[config.mk]
export PLATFORM = sky130hd
export DESIGN_NAME = min_weight_parent_selector_unit
export DESIGN_NICKNAME = d
export VERILOG_FILES = /design/src/hdl/mwps_pkg.sv /design/src/hdl/mwps_ctrl.sv /design/src/hdl/mwps_datapath.sv /design/src/hdl/min_weight_parent_selector_unit.sv
export SDC_FILE = /design/constraint.sdc
export NUM_CORES = 1
export LEC_CHECK = 0
export BUFFER_PORTS_ARGS = -buffer_cell sky130_fd_sc_hd__buf_2
export CORE_MARGIN = 2
export CORE_UTILIZATION = 40
export CTS_BUF_LIST = sky130_fd_sc_hd__clkbuf_8
export CTS_CLUSTER_DIAMETER = 80
export DETAILED_ROUTE_END_ITERATION = 10
export PLACE_DENSITY = 0.66
export SYNTH_ARGS = -nofsm -noshare
export SYNTH_HDL_FRONTEND = slang
export SYNTH_HIERARCHICAL = 1
export SYNTH_SLANG_ARGS = --single-unit
[constraint.sdc]
create_clock -name clock -period 10.6 [get_ports clock]
set_input_delay 2.12 -clock clock [delete_from_list [all_inputs] [get_ports clock]]
set_output_delay 2.12 -clock clock [all_outputs]
set_load 0.005 [all_outputs]
[src/hdl/mwps_pkg.sv]
// ----------------------------------------------------------------------------
// mwps_pkg
// Shared widths, register indexes and controller/datapath interface types
// for the minimum-weight parent selector.
// ----------------------------------------------------------------------------
package mwps_pkg;

   // neighbour table size and derived widths
   localparam int NEIGHBOR_SLOTS = 16;
   localparam int IDX_W          = (NEIGHBOR_SLOTS > 1) ? $clog2(NEIGHBOR_SLOTS) : 1;
   localparam int CNT_W          = $clog2(NEIGHBOR_SLOTS + 1);

   // field widths
   localparam int ADDR_W      = 16;
   localparam int WEIGHT_W    = 16;
   localparam int COUNT_OUT_W = 5;
   localparam int CSR_INDEX_W = 2;

   typedef logic [ADDR_W-1:0]      addr_type;
   typedef logic [WEIGHT_W-1:0]    weight_type;
   typedef logic [IDX_W-1:0]       idx_type;
   typedef logic [CNT_W-1:0]       cnt_type;
   typedef logic [COUNT_OUT_W-1:0] count_out_type;
   typedef logic [CSR_INDEX_W-1:0] csr_index_type;

   // configuration register indexes
   localparam csr_index_type CSR_INTERFERENCE_COST = 2'd0;
   localparam csr_index_type CSR_IS_ROOT           = 2'd1;
   localparam csr_index_type CSR_INFINITE_WEIGHT   = 2'd2;

   localparam weight_type WEIGHT_MAX = '1;

   // commands from the controller to the datapath
   typedef struct packed {
      logic load;   // latch the incoming beacon, start the walk
      logic step;   // examine one table entry
      logic merge;  // update or append the entry, fold an appended entry into the minimum
      logic weigh;  // settle parent and own weight
      logic emit;   // load the result register
   } dp_cmd_type;

   // status from the datapath to the controller
   typedef struct packed {
      logic scan_done;  // every valid entry has been examined
      logic out_free;   // result register can take a new result
   } dp_status_type;

endpackage

[src/hdl/mwps_ctrl.sv]
// ----------------------------------------------------------------------------
// mwps_ctrl
// Sequencer for one beacon: accept, walk the table, merge, weigh, emit.
// ----------------------------------------------------------------------------
module mwps_ctrl (
   input  logic                    clock,
   input  logic                    reset,
   input  logic                    req_valid,
   output logic                    req_ready,
   input  mwps_pkg::dp_status_type status,
   output mwps_pkg::dp_cmd_type    cmd
);

   typedef enum logic [2:0] {
      ST_IDLE,
      ST_SCAN,
      ST_MERGE,
      ST_WEIGH,
      ST_EMIT
   } state_type;

   state_type state_ff;
   state_type state_in;

   // next state and commands
   always_comb begin
      state_in  = state_ff;
      req_ready = 1'b0;
      cmd       = '0;
      case (state_ff)
         ST_IDLE: begin
            req_ready = 1'b1;
            if (req_valid) begin
               cmd.load = 1'b1;
               state_in = ST_SCAN;
            end
         end
         ST_SCAN: begin
            if (status.scan_done) begin
               state_in = ST_MERGE;
            end else begin
               cmd.step = 1'b1;
            end
         end
         ST_MERGE: begin
            cmd.merge = 1'b1;
            state_in  = ST_WEIGH;
         end
         ST_WEIGH: begin
            cmd.weigh = 1'b1;
            state_in  = ST_EMIT;
         end
         ST_EMIT: begin
            if (status.out_free) begin
               cmd.emit = 1'b1;
               state_in = ST_IDLE;
            end
         end
         default: begin
            state_in = ST_IDLE;
         end
      endcase
   end

   // state register
   always_ff @(posedge clock) begin
      if (reset) begin
         state_ff <= ST_IDLE;
      end else begin
         state_ff <= state_in;
      end
   end

endmodule

[src/hdl/mwps_datapath.sv]
// ----------------------------------------------------------------------------
// mwps_datapath
// Neighbour table, running minimum, node state, configuration registers and
// the result register.
// ----------------------------------------------------------------------------
module mwps_datapath (
   input  logic                          clock,
   input  logic                          reset,
   // commands and status
   input  mwps_pkg::dp_cmd_type          cmd,
   output mwps_pkg::dp_status_type       status,
   // beacon payload
   input  logic [15:0]                   req_sender_addr,
   input  logic [15:0]                   req_sender_weight,
   // configuration writes
   input  logic                          csr_valid,
   input  mwps_pkg::csr_index_type       csr_index,
   input  logic [15:0]                   csr_wdata,
   // result channel
   output logic                          rsp_valid,
   input  logic                          rsp_ready,
   output logic [15:0]                   rsp_parent_addr,
   output logic                          rsp_parent_valid,
   output logic [15:0]                   rsp_node_weight,
   output logic                          rsp_beacon_enable,
   output logic                          rsp_dropped_full,
   output logic [4:0]                    rsp_neighbor_count
);

   // neighbour table, no reset: entries at or above the count are never read
   mwps_pkg::addr_type   addrs_ff   [mwps_pkg::NEIGHBOR_SLOTS];
   mwps_pkg::weight_type weights_ff [mwps_pkg::NEIGHBOR_SLOTS];
   mwps_pkg::cnt_type    count_ff;

   // configuration
   mwps_pkg::weight_type cost_ff;
   logic                 root_ff;
   mwps_pkg::weight_type inf_ff;

   // node state
   mwps_pkg::weight_type own_weight_ff;
   mwps_pkg::addr_type   parent_ff;
   logic                 have_parent_ff;

   // per-beacon working registers
   mwps_pkg::addr_type   beacon_addr_ff;
   mwps_pkg::weight_type beacon_weight_ff;
   mwps_pkg::cnt_type    scan_idx_ff;
   logic                 found_ff;
   mwps_pkg::idx_type    found_idx_ff;
   logic                 have_min_ff;
   mwps_pkg::weight_type min_weight_ff;
   mwps_pkg::addr_type   min_addr_ff;
   logic                 dropped_ff;

   // result register
   logic                 rsp_valid_ff;

   // current entry under the walk, with the beacon's weight substituted on a match
   mwps_pkg::idx_type    scan_idx;
   mwps_pkg::addr_type   entry_addr;
   mwps_pkg::weight_type entry_weight;
   logic                 entry_match;
   mwps_pkg::weight_type eff_weight;
   logic                 entry_better;
   logic                 table_has_room;
   logic                 append_better;
   logic [mwps_pkg::WEIGHT_W:0] weight_sum;

   assign scan_idx       = scan_idx_ff[mwps_pkg::IDX_W-1:0];
   assign entry_addr     = addrs_ff[scan_idx];
   assign entry_weight   = weights_ff[scan_idx];
   assign entry_match    = (entry_addr == beacon_addr_ff);
   assign eff_weight     = entry_match ? beacon_weight_ff : entry_weight;
   assign entry_better   = !have_min_ff || (eff_weight < min_weight_ff);
   assign table_has_room =
      (count_ff < mwps_pkg::cnt_type'(mwps_pkg::NEIGHBOR_SLOTS));
   assign append_better  = !have_min_ff || (beacon_weight_ff < min_weight_ff);
   assign weight_sum     = {1'b0, cost_ff} + {1'b0, min_weight_ff};

   assign status.scan_done = (scan_idx_ff == count_ff);
   assign status.out_free  = !rsp_valid_ff || rsp_ready;
   assign rsp_valid        = rsp_valid_ff;

   // configuration registers
   always_ff @(posedge clock) begin
      if (reset) begin
         cost_ff <= '0;
         root_ff <= 1'b0;
         inf_ff  <= mwps_pkg::WEIGHT_MAX;
      end else if (csr_valid) begin
         case (csr_index)
            mwps_pkg::CSR_INTERFERENCE_COST: cost_ff <= csr_wdata;
            mwps_pkg::CSR_IS_ROOT:           root_ff <= csr_wdata[0];
            mwps_pkg::CSR_INFINITE_WEIGHT:   inf_ff  <= csr_wdata;
            default: begin
            end
         endcase
      end
   end

   // table contents
   always_ff @(posedge clock) begin
      if (cmd.merge) begin
         if (found_ff) begin
            weights_ff[found_idx_ff] <= beacon_weight_ff;
         end else if (table_has_room) begin
            addrs_ff[count_ff[mwps_pkg::IDX_W-1:0]]   <= beacon_addr_ff;
            weights_ff[count_ff[mwps_pkg::IDX_W-1:0]] <= beacon_weight_ff;
         end
      end
   end

   // entry count
   always_ff @(posedge clock) begin
      if (reset) begin
         count_ff <= '0;
      end else if (cmd.merge && !found_ff && table_has_room) begin
         count_ff <= count_ff + 1'b1;
      end
   end

   // walk over the table and running minimum
   always_ff @(posedge clock) begin
      if (cmd.load) begin
         beacon_addr_ff   <= req_sender_addr;
         beacon_weight_ff <= req_sender_weight;
         scan_idx_ff      <= '0;
         found_ff         <= 1'b0;
         found_idx_ff     <= '0;
         have_min_ff      <= 1'b0;
         min_weight_ff    <= '0;
         min_addr_ff      <= '0;
         dropped_ff       <= 1'b0;
      end else if (cmd.step) begin
         scan_idx_ff <= scan_idx_ff + 1'b1;
         if (entry_match) begin
            found_ff     <= 1'b1;
            found_idx_ff <= scan_idx;
         end
         if (entry_better) begin
            have_min_ff   <= 1'b1;
            min_weight_ff <= eff_weight;
            min_addr_ff   <= entry_addr;
         end
      end else if (cmd.merge && !found_ff) begin
         // a new sender sits last in insertion order, so only a strictly lower weight wins
         if (table_has_room) begin
            if (append_better) begin
               have_min_ff   <= 1'b1;
               min_weight_ff <= beacon_weight_ff;
               min_addr_ff   <= beacon_addr_ff;
            end
         end else begin
            dropped_ff <= 1'b1;
         end
      end
   end

   // parent and own weight
   always_ff @(posedge clock) begin
      if (reset) begin
         own_weight_ff  <= mwps_pkg::WEIGHT_MAX;
         parent_ff      <= '0;
         have_parent_ff <= 1'b0;
      end else if (cmd.weigh) begin
         if (root_ff) begin
            own_weight_ff <= '0;
         end else if (have_min_ff) begin
            parent_ff      <= min_addr_ff;
            have_parent_ff <= 1'b1;
            own_weight_ff  <= weight_sum[mwps_pkg::WEIGHT_W] ? mwps_pkg::WEIGHT_MAX
                                                           : weight_sum[mwps_pkg::WEIGHT_W-1:0];
         end
      end
   end

   // result register, holds until the transfer completes
   always_ff @(posedge clock) begin
      if (reset) begin
         rsp_valid_ff <= 1'b0;
      end else if (cmd.emit) begin
         rsp_valid_ff <= 1'b1;
      end else if (rsp_ready) begin
         rsp_valid_ff <= 1'b0;
      end
   end

   always_ff @(posedge clock) begin
      if (cmd.emit) begin
         rsp_parent_addr    <= parent_ff;
         rsp_parent_valid   <= have_parent_ff;
         rsp_node_weight    <= own_weight_ff;
         rsp_beacon_enable  <= (own_weight_ff < inf_ff);
         rsp_dropped_full   <= dropped_ff;
         rsp_neighbor_count <= mwps_pkg::count_out_type'(count_ff);
      end
   end

endmodule

[src/hdl/min_weight_parent_selector_unit.sv]
// Each beacon is loaded, then the walk over the table runs at one entry per cycle, then the
// merge, weigh and emit steps follow; the next beacon is taken only after the emit step.
// A waiting result does not stop the next beacon from being taken; only the emit step waits.
// Reset (synchronous) empties the table, sets node weight to all ones, clears the parent
// and restores the configuration registers to their defaults.
// ----------------------------------------------------------------------------
// min_weight_parent_selector_unit
// Keeps a bounded neighbour table from received beacons and picks the
// neighbour of lowest weight as parent, reporting the resulting node weight.
// ----------------------------------------------------------------------------
module min_weight_parent_selector_unit (
   input  logic                    clock,
   input  logic                    reset,
   // beacon input
   input  logic                    req_valid,
   output logic                    req_ready,
   input  logic [15:0]             req_sender_addr,
   input  logic [15:0]             req_sender_weight,
   // result output
   output logic                    rsp_valid,
   input  logic                    rsp_ready,
   output logic [15:0]             rsp_parent_addr,
   output logic                    rsp_parent_valid,
   output logic [15:0]             rsp_node_weight,
   output logic                    rsp_beacon_enable,
   output logic                    rsp_dropped_full,
   output logic [4:0]              rsp_neighbor_count,
   // configuration writes
   input  logic                    csr_valid,
   output logic                    csr_ready,
   input  logic [1:0]              csr_index,
   input  logic [15:0]             csr_wdata
);

   mwps_pkg::dp_cmd_type    cmd;
   mwps_pkg::dp_status_type status;

   // configuration is always taken
   assign csr_ready = 1'b1;

   // sequencer
   mwps_ctrl u_ctrl (
      .clock     (clock),
      .reset     (reset),
      .req_valid (req_valid),
      .req_ready (req_ready),
      .status    (status),
      .cmd       (cmd)
   );

   // table and arithmetic
   mwps_datapath u_datapath (
      .clock              (clock),
      .reset              (reset),
      .cmd                (cmd),
      .status             (status),
      .req_sender_addr    (req_sender_addr),
      .req_sender_weight  (req_sender_weight),
      .csr_valid          (csr_valid),
      .csr_index          (csr_index),
      .csr_wdata          (csr_wdata),
      .rsp_valid          (rsp_valid),
      .rsp_ready          (rsp_ready),
      .rsp_parent_addr    (rsp_parent_addr),
      .rsp_parent_valid   (rsp_parent_valid),
      .rsp_node_weight    (rsp_node_weight),
      .rsp_beacon_enable  (rsp_beacon_enable),
      .rsp_dropped_full   (rsp_dropped_full),
      .rsp_neighbor_count (rsp_neighbor_count)
   );

endmodule

==> results of run 1 <==
[power by group through the flow]
| stage | Combinational [mW] | Clock (mW) | Sequential, mW |
|---|---|---|---|
| global placement | 1.17 | 0 | 3.47 |
| finish | 1.20 | 2.16 | 3.42 |
| floorplan | 0.923 | 0 | 3.40 |
| global route | 1.33 | 2.34 | 3.45 |
| detailed placement | 1.20 | 0 | 3.49 |
| CTS | 1.21 | 2.22 | 3.43 |
[final timing paths]
path	endpoint	startpoint	cells after the start	slack [ns]
worst max register to register	u_datapath/min_addr_ff[14]$_SDFFE_PP0P_	flop	21	3.38
worst min register to register	u_datapath/rsp_parent_addr[2]$_DFFE_PP_	u_datapath/parent_ff[2]$_SDFFE_PP0P_	0	0.43
worst max-delay path	u_datapath/min_addr_ff[14]$_SDFFE_PP0P_	flop	21	3.38
worst min-delay path	u_datapath/rsp_parent_addr[2]$_DFFE_PP_	u_datapath/parent_ff[2]$_SDFFE_PP0P_	0	0.43
[cell type report]
class	instances	area share, %
Antenna cell	2	0.0153
Clock buffer	113	4.74
Clock inverter	89	1.62
Inverter	55	0.629
Multi-Input combinational cell	921	25.7
Sequential cell	707	61.0
Tap cell	950	3.62
Timing Repair Buffer	150	2.70
[cells by family after synthesis]
group | count (synthesis)
flip-flops | 707
AND/OR/NAND/NOR | 315
AO/OA/AOI/OAI | 247
multiplexers | 235
buffers and inverters | 142
adder cells (fa/ha/maj) | 67
XOR/XNOR | 56
other | 1
[routing by layer]
metal | GRT usage [%] | part of all wire (%) | wire (um) | vias up
met4 | 5.71 | 1.8 | 1150 | 10
met5 | 0 | 0.093 | 61 | -
li1 | - | - | - | 7251
met3 | 3.89 | 6.9 | 4500 | 95
met2 | 27.9 | 47 | 30800 | 496
met1 | 24.3 | 44 | 28800 | 8167
[worst register-to-register path, stage by stage, from the launching register on]
cell and delay [ns]:
dfxtp_4 0.91, buf_4 0.69, mux2_2 0.35, o22ai_1 0.07, a221oi_1 0.42, xnor2_1 0.18, nand4_1 0.17, a221oi_2 0.63
nand2_1 0.59, mux2_2 0.46, ha_1 0.29, a21o_1 0.16, a21o_1 0.17, a21oi_1 0.13, o21ai_0 0.08, nor2b_1 0.14
nor3_1 0.22, o21ai_0 0.20, o41ai_4 0.34, buf_4 0.53, mux2i_1 0.27, nor2_1 0.05
[per-stage QoR]
step / util (%) / power, mW / area, um2 / hold slack (ns) / setup WS, ns
global placement: 42.9 / 4.65 / 30700 / 0.417 / 3.63
floorplan: - / 4.32 / 29000 / 0.406 / 5.03
global route: 45.8 / 7.13 / 32800 / 0.455 / 2.88
finish: 45.8 / 6.79 / 32800 / 0.428 / 3.38
detailed placement: 42.9 / 4.69 / 30700 / 0.421 / 3.44
CTS: 45.8 / 6.86 / 32800 / 0.432 / 3.40
[layout by cell type (no fill, tap or decap), drive strengths merged, types with 66 or more instances in the layout]
cell / synthesis / layout
mux4: 129 / 129
edfxtp: 584 / 584
buf: 35 / 150
ha: 66 / 66
a21oi: 81 / 81
dfxtp: 123 / 123
clkbuf: 52 / 113
nor2: 122 / 122
mux2i: 82 / 82
nand2: 109 / 109
inv: 53 / 105
==> results.sh, run 1 <==
export IMPL_ys_ff_latch=707
export IMPL_htree_levels=3
export IMPL_cp_max_fo=59
export IMPL_cts_hold_fix_buffers=0
export IMPL_post_cts_buffers=0
export IMPL_clkPwrFrac_pct=31.9
export IMPL_startpoint_type="flop"
export IMPL_placed_cells=2783
export IMPL_layout_min_cycle_time_ns=7.22
export IMPL_rsz0062_at_grt="no"
export IMPL_drt_iter0_markers=1403
export IMPL_cts_sinks=707
export IMPL_grt_pass1_wl_um=99200
export IMPL_yosysTopAreaCellShare_pct=60.5
export IMPL_grt_max_degree=76
export IMPL_synth_compound_area_share_pct=5.56
export IMPL_portBuffers=96
export IMPL_synthSimpleGateAreaFrac_pct=4.92
export IMPL_seqPwrFrac_pct=50.5
export IMPL_synth_seq_area_share_pct=69.0
export IMPL_drtAntennaViolNets=0
export IMPL_yosys_area_share_adder_pct=2.92
export IMPL_synthMuxAreaShare_pct=13.8
export IMPL_tns_ns=0
export IMPL_grt_pass1_vias=16300
export IMPL_grt_usage_pct=17.6
export IMPL_rows=98
export IMPL_clk_pin_slew_ns=0.07
export IMPL_async_flop_share_pct=0
export IMPL_critPathKind="reg -> reg"
export IMPL_ir_drop_v=0.0000956
export IMPL_period_share_pct=68.1
export IMPL_gp_congestion=0.807
export IMPL_pwr_density_cell_mw_per_mm2=207
export IMPL_die_area_mm2=0.0746
export IMPL_holdCritPathClass="reg -> reg"
export IMPL_maxCapViolations=0
export IMPL_drc_errors=0
export IMPL_nets=2065
export IMPL_root_buffer="clkbuf_8"
export IMPL_insertion_delay_ns=0.74
export IMPL_status="finished, final reports clean"
export IMPL_setup_viol=0
export IMPL_die_h_um=273
export IMPL_cp_end_kind="flop"
export IMPL_path_cells="buf_4 > mux2_2 > o22ai_1 > a221oi_1 > xnor2_1 > nand4_1 > a221oi_2 > nand2_1 > mux2_2 > ha_1 > a21o_1 > a21o_1 > a21oi_1 > o21ai_0 > nor2b_1 > nor3_1 > o21ai_0 > o41ai_4 > buf_4 > mux2i_1 > nor2_1"
export IMPL_cpPeakStageDelay_ns=0.91
export IMPL_syn_num_nets=1892
export IMPL_cp_num_buf_inv=2
export IMPL_synth_area_leaders="edfxtp_1 61%, mux4_2 10%, dfxtp_1 8.5%"
export IMPL_worst_path_max_delay_cell="dfxtp_4"
export IMPL_drive_above_1_share_pct=23.0
export IMPL_antenna_found_initial=7
export IMPL_netSwitchingFraction_pct=27.9
export IMPL_intPower_mw=4.90
export IMPL_ioPinCount=98
export IMPL_routed_wl_um=65400
export IMPL_synthesis_area_mm2=0.0290
export IMPL_seq_area_mm2=0.0200
export IMPL_multi_input_area_mm2=0.00843
export IMPL_die_w_um=273
export IMPL_place_hpwl_um=39700
export IMPL_crit_arrival_ns=7.80
export IMPL_num_vias=16000
export IMPL_synth_ff_type="edfxtp_1"
export IMPL_initial_core_util_pct=40.5
export IMPL_ctsResizeCount=0
export IMPL_tritoncts="done"
export IMPL_first_pass_iters=5
export IMPL_fin_cells=2987
export IMPL_skew_ns=0.0399
export IMPL_clock_path_buffers=3
export IMPL_yosysTopAreaCell="edfxtp_1"
export IMPL_critical_path_top_delay_family="compound AO/OA/AOI/OAI gates"
export IMPL_routedWlPerCell_um=21.9
export IMPL_leakage_nw=10.9
export IMPL_yosysMostFrequentCell="edfxtp_1"
export IMPL_drv_slew=0
export IMPL_core_area_mm2=0.0716
export IMPL_grt_overflow=0
export IMPL_vias_per_cell=5.36
export IMPL_syn_to_final_growth_pct=13.3
export IMPL_syn_inst=1770
export IMPL_synth_edf_count=584
export IMPL_max_slew_margin_pct=10.9
export IMPL_power_frac_comb_pct=17.7
export IMPL_ys_types=64
export IMPL_synth_commonest_cells="584 x edfxtp_1, 129 x mux4_2, 123 x dfxtp_1, 122 x nor2_1, 109 x nand2_1"
export IMPL_worst_pin_slew_ns=1.33
export IMPL_hold_viol=0
export IMPL_fillers=6195
export IMPL_required_ns=11.18
export IMPL_yosys_warnings=6
export IMPL_synthXorXnorAreaFrac_pct=1.69
export IMPL_synth_top_family_by_area="multiplexers"
export IMPL_cts_made_buffers=108
export IMPL_p_sw_mw=1.89
export IMPL_fmaxAchievable_mhz=138
export IMPL_avgSynthCellArea_um2=16.4
No activity file was read; power rests on OpenSTA's default activity.
==> inputs of run 2 (changes only) <==
clock period = 7.4 ns   (was 10.6 ns; I/O delays follow)
==> run 2 against run 1 <==
Routed wire length about the same. Total power increased by 42%. Sequential power rose by 43%. Register-to-register slack worse by 1.9 ns. Combinational power increased by 45%. First-iteration DRC count decreased by 4.2%. Via count about the same. Final cell count fell by 0.23%. Clock skew is 0.0055 ns lower. Design area hardly changed. Clock-buffer cell count did not move. Critical endpoint is now u_datapath/min_addr_ff[15]$_SDFFE_PP0P_.
==> results.sh, run 2 (same netlist as run 1, synthesis figures left out) <==
export IMPL_status="finished, final reports clean"
export IMPL_critPathKind="reg -> reg"
export IMPL_grt_pass1_wl_um=99100
export IMPL_tns_ns=0
export IMPL_crit_arrival_ns=6.52
export IMPL_htree_levels=3
export IMPL_final_common_cell="edfxtp_1"
export IMPL_place_hpwl_um=40300
export IMPL_insertion_delay_ns=0.71
export IMPL_hold_path_depth=0
export IMPL_grt_overflow=0
export IMPL_ir_drop_v=0.000180
export IMPL_routedWlPerCell_um=21.9
export IMPL_max_slew_margin_pct=11.8
export IMPL_antenna_found_initial=9
export IMPL_final_cell_mix="584 x edfxtp_1, 129 x mux4_2, 119 x dfxtp_1, 118 x nor2_1, 113 x clkbuf_8"
export IMPL_r2r_cells=20
export IMPL_die_w_um=273
export IMPL_portBuffers=96
export IMPL_preCtsSetupSlack_ns=1.48
export IMPL_required_ns=8.00
export IMPL_setup_ws_ns=1.48
export IMPL_leakage_nw=10.9
export IMPL_p_total_mw=9.67
export IMPL_drive_above_1_share_pct=23.1
export IMPL_drt_iter0_markers=1344
export IMPL_pwr_density_cell_mw_per_mm2=295
export IMPL_clk_pin_slew_ns=0.07
export IMPL_holdCritPathClass="reg -> reg"
export IMPL_startpoint_type="flop"
export IMPL_vias_per_cell=5.38
export IMPL_cts_sinks=707
export IMPL_routed_wl_um=65400
export IMPL_die_area_mm2=0.0746
export IMPL_syn_to_final_growth_pct=13.2
export IMPL_num_vias=16000
export IMPL_worst_pin_slew_ns=1.32
export IMPL_nets=2067
export IMPL_gp_congestion=0.801
export IMPL_die_h_um=273
export IMPL_drv_slew=0
export IMPL_drc_errors=0
export IMPL_post_cts_buffers=0
export IMPL_rsz0062_at_grt="no"
export IMPL_maxCapViolations=0
export IMPL_ioPinCount=98
export IMPL_r2r_end="u_datapath/min_addr_ff[15]$_SDFFE_PP0P_"
export IMPL_setup_viol=0
export IMPL_cts_made_buffers=107
export IMPL_post_dp_cell_area_mm2=0.0308
export IMPL_cts_hold_fix_buffers=0
export IMPL_cp_end_kind="flop"
export IMPL_ctsResizeCount=0
export IMPL_cp_max_fo=59
export IMPL_clock_path_buffers=3
export IMPL_fmaxAchievable_mhz=169
export IMPL_hold_viol=0
export IMPL_reg2reg_slack_ns=1.48
export IMPL_core_area_mm2=0.0716
export IMPL_root_buffer="clkbuf_8"
export IMPL_whs_endpoint="u_datapath/rsp_parent_addr[2]$_DFFE_PP_"
export IMPL_skew_ns=0.0344
export IMPL_initial_core_util_pct=40.5
export IMPL_tritoncts="done"
export IMPL_grt_max_degree=76
export IMPL_layout_min_cycle_time_ns=5.92
export IMPL_grt_pass1_vias=16400
export IMPL_hold_start="u_datapath/parent_ff[2]$_SDFFE_PP0P_"
export IMPL_final_area_mm2=0.0328
export IMPL_first_pass_iters=5
export IMPL_drtAntennaViolNets=0
export IMPL_grt_usage_pct=17.6
export IMPL_rows=98
export IMPL_period_share_pct=80.1
run 2: final cells by class:
class                      count  area (um2)
fill                        6213       38800
clock buffer                 113        1560
multi-input combinational    921        8430
sequential                   707       20000
timing repair buffer         153         958
clock inverter                79         450
tap                          950        1190
inverter                      55         206
antenna                        2        5.00
run 2: worst max path at each step:
stage	end	slack, ns	cells after the start
final	u_datapath/min_addr_ff[15]$_SDFFE_PP0P_	1.48	20
after global routing	u_datapath/min_addr_ff[15]$_SDFFE_PP0P_	1.01	20
after detailed placement	u_datapath/min_addr_ff[15]$_SDFFE_PP0P_	1.48	20
after floorplan	u_datapath/min_weight_ff[10]$_SDFFE_PP0P_	2.04	21
after global placement	u_datapath/min_addr_ff[6]$_SDFFE_PP0P_	1.49	20
after CTS	u_datapath/min_addr_ff[11]$_SDFFE_PP0P_	1.47	20
run 2: per-stage QoR:
stage,std cells,util [%],hold slack [ns]
floorplan,1770,-,0.406
global placement,2786,43.0,0.417
detailed placement,2786,43.0,0.421
CTS,2978,45.8,0.439
global route,2980,45.8,0.448
finish,2980,45.8,0.435
run 2: critical path, cell delays in order (launching register included):
cell and delay [ns]:
dfxtp_4 0.81, clkinv_1 0.63, mux4_2 0.65, xor2_1 0.16
nor2_1 0.18, nor4b_4 0.36, nand2_1 0.09, buf_4 0.22
mux2_2 0.29, ha_1 0.29, a21o_1 0.17, a21o_1 0.17
a21oi_1 0.12, o21ai_0 0.09, nor2b_1 0.13, nor3_1 0.18
o21ai_0 0.21, o41ai_4 0.41, buf_12 0.30, nor2_1 0.07
a311oi_1 0.27
run 2: metal layers:
layer | global-route usage, % | up-vias | wire length, um
li1 | - | 7234 | -
met1 | 23.9 | 8065 | 27800
met2 | 28.5 | 598 | 31000
met3 | 3.31 | 114 | 4910
met4 | 6.00 | 12 | 1520
met5 | 0 | - | 79
run 2: where the power goes:
group | total [mW] | leakage, nW | internal (mW) | switching [mW]
Combinational | 1.74 | 3.47 | 0.793 | 0.951
Clock | 3.03 | 1.17 | 1.55 | 1.47
Sequential | 4.90 | 6.23 | 4.63 | 0.269
==> inputs of run 3 (changes only) <==
PLACE_DENSITY = 0.69   (was 0.66)
clock period = 5 ns   (was 7.4 ns; I/O delays follow)
==> run 3 against run 2 <==
The flow now finishes with violations (setup timing). Hold slack better by 0.0018 ns. Via count is 4.9% higher. Die area unchanged. Design area increased by 4.7%. Clock power increased by 51%. Sequential cell count unchanged.
==> results.sh, run 3 (same netlist as run 1, synthesis figures left out) <==
export IMPL_status="finished, violations left"
export IMPL_violations="setup timing"
export IMPL_cp_max_fo=8
export IMPL_cts_sinks=707
export IMPL_die_area_mm2=0.0746
export IMPL_hold_path_depth=0
export IMPL_power_frac_comb_pct=22.4
export IMPL_cp_num_buf_inv=5
export IMPL_pwr_density_cell_mw_per_mm2=441
export IMPL_fmaxAchievable_mhz=188
export IMPL_critPathKind="reg -> reg"
export IMPL_vias_per_cell=5.42
export IMPL_rows=98
export IMPL_setup_viol=32
export IMPL_required_ns=5.60
export IMPL_insertion_delay_ns=0.72
export IMPL_final_cell_mix="584 x edfxtp_1, 141 x buf_4, 129 x mux4_2, 119 x dfxtp_1, 116 x clkbuf_8"
export IMPL_syn_to_final_growth_pct=18.5
export IMPL_grt_pass1_vias=17000
export IMPL_cp_num_cells=23
export IMPL_p_sw_mw=4.26
export IMPL_grt_overflow=0
export IMPL_crit_arrival_ns=5.91
export IMPL_clk_pin_slew_ns=0.06
export IMPL_wl_met1_um=28600
export IMPL_path_cells="buf_12 > mux4_2 > mux2i_4 > xor2_1 > nand4_1 > o21a_1 > nor4b_4 > nand2_4 > buf_4 > buf_4 > mux2_2 > ha_4 > a21o_1 > a21o_1 > a21oi_2 > o21ai_2 > nor3_2 > o21ai_2 > o41ai_4 > buf_6 > clkbuf_16 > nor2_1 > a211oi_2"
export IMPL_grt_max_degree=76
export IMPL_cp_end_kind="flop"
export IMPL_htree_levels=3
export IMPL_die_h_um=273
export IMPL_initial_core_util_pct=40.5
export IMPL_critical_path_top_delay_family="compound AO/OA/AOI/OAI gates"
export IMPL_ir_drop_v=0.000211
export IMPL_worst_path_max_delay_cell="mux4_2"
export IMPL_cts_made_buffers=106
export IMPL_portBuffers=96
export IMPL_worst_pin_slew_ns=1.25
export IMPL_root_buffer="clkbuf_8"
export IMPL_r2r_cells=23
export IMPL_cpPeakStageDelay_ns=0.56
export IMPL_top_layer="met5"
export IMPL_drv_slew=0
export IMPL_clkPwrFrac_pct=30.3
export IMPL_drive_above_1_share_pct=30.0
export IMPL_routedWlPerCell_um=22.3
export IMPL_leakage_nw=11.6
export IMPL_drt_iter0_markers=1471
export IMPL_grt_usage_pct=18.2
export IMPL_grt_pass1_wl_um=102000
export IMPL_core_area_mm2=0.0716
export IMPL_intPower_mw=10.9
export IMPL_antenna_found_initial=9
export IMPL_layout_min_cycle_time_ns=5.31
export IMPL_seqPwrFrac_pct=47.4
export IMPL_startpoint_type="flop"
export IMPL_die_w_um=273
export IMPL_met2RoutedLength_um=33500
export IMPL_routed_wl_um=69200
export IMPL_nets=2182
export IMPL_netSwitchingFraction_pct=28.1
export IMPL_first_pass_iters=5
export IMPL_final_common_cell="edfxtp_1"
export IMPL_hold_viol=0
export IMPL_max_slew_margin_pct=16.5
export IMPL_setup_ws_ns=-0.312
export IMPL_rsz0062_at_grt="yes"
export IMPL_num_vias=16800
export IMPL_skew_ns=0.0376
export IMPL_drc_errors=0
export IMPL_maxCapViolations=0
export IMPL_p_total_mw=15.1
export IMPL_tritoncts="done"
export IMPL_drtAntennaViolNets=0
export IMPL_period_share_pct=106
export IMPL_holdCritPathClass="reg -> reg"
export IMPL_clock_path_buffers=3
export IMPL_ioPinCount=98
export IMPL_tns_ns=-7.98
export IMPL_gp_congestion=0.838
export IMPL_place_hpwl_um=42600
export IMPL_dr_wl_met3_um=5100
run 3: cell types whose count changed in the layout (fill, tap and decap cells not counted), sizes merged:
cell	delta
clkinv	+8
clkbuf	+6
clkinvlp	+1
diode	+1
bufinv	+1
inv	-11
buf	+113
run 3: area by class of cell:
| type | instances | area (um2) |
|---|---|---|
| Multi-Input combinational cell | 921 | 8770 |
| Antenna cell | 3 | 7.51 |
| Tap cell | 950 | 1190 |
| Sequential cell | 707 | 20000 |
| Clock inverter | 78 | 475 |
| Inverter | 55 | 206 |
| Fill cell | 6002 | 37300 |
| Clock buffer | 116 | 1600 |
| Timing Repair Buffer | 269 | 2080 |
run 3: stage by stage:
step | hold WS [ns] | setup WS (ns) | area, um2 | util [%] | std cells
after CTS | 0.391 | -0.131 | 33900 | 47.3 | 3079
after global routing | 0.417 | -0.453 | 34300 | 47.9 | 3098
after global placement | 0.417 | -0.434 | 31500 | 44.0 | 2870
after detailed placement | 0.422 | -0.462 | 31500 | 44.0 | 2870
final | 0.436 | -0.312 | 34300 | 47.9 | 3099
after floorplan | 0.406 | 0.000844 | 29000 | - | 1770
run 3: final timing paths:
| check | slack, ns | endpoint | from |
|---|---|---|---|
| max | -0.31 | u_datapath/min_weight_ff[8]$_SDFFE_PP0P_ | flop |
| min | 0.44 | u_datapath/rsp_parent_addr[1]$_DFFE_PP_ | u_datapath/parent_ff[1]$_SDFFE_PP0P_ |
| max reg2reg | -0.31 | u_datapath/min_weight_ff[8]$_SDFFE_PP0P_ | flop |
| min reg2reg | 0.44 | u_datapath/rsp_parent_addr[1]$_DFFE_PP_ | u_datapath/parent_ff[1]$_SDFFE_PP0P_ |
run 3: routing by layer:
metal	vias up	global-route usage, %
met5	-	0
met4	12	6.57
met3	121	3.44
met2	615	29.9
met1	8582	24.2
li1	7480	-
run 3: worst reg2reg max path: stages (launching register included):
cell and delay [ns]:
dfxtp_4 0.48, buf_12 0.18, mux4_2 0.56, mux2i_4 0.21
xor2_1 0.20, nand4_1 0.11, o21a_1 0.18, nor4b_4 0.32
nand2_4 0.16, buf_4 0.17, buf_4 0.13, mux2_2 0.29
ha_4 0.22, a21o_1 0.16, a21o_1 0.19, a21oi_2 0.15
o21ai_2 0.07, nor3_2 0.24, o21ai_2 0.12, o41ai_4 0.38
buf_6 0.22, clkbuf_16 0.20, nor2_1 0.06, a211oi_2 0.22
run 3: what timing repair did:
item	4_1_cts	5_1_grt
endpoints found under the setup margin	32	32
cloned	3	4
resized for setup	27	54
pin swaps	8	31
hold buffers	0	0
buffers inserted	13	15
run 3: power groups by stage:
stage	clock network [mW]	logic (mW)	registers, mW
floorplan	0	1.98	7.21
global placement	0	2.82	7.29
detailed placement	0	2.90	7.31
CTS	4.70	3.12	7.17
global route	4.94	3.68	7.21
finish	4.59	3.39	7.17
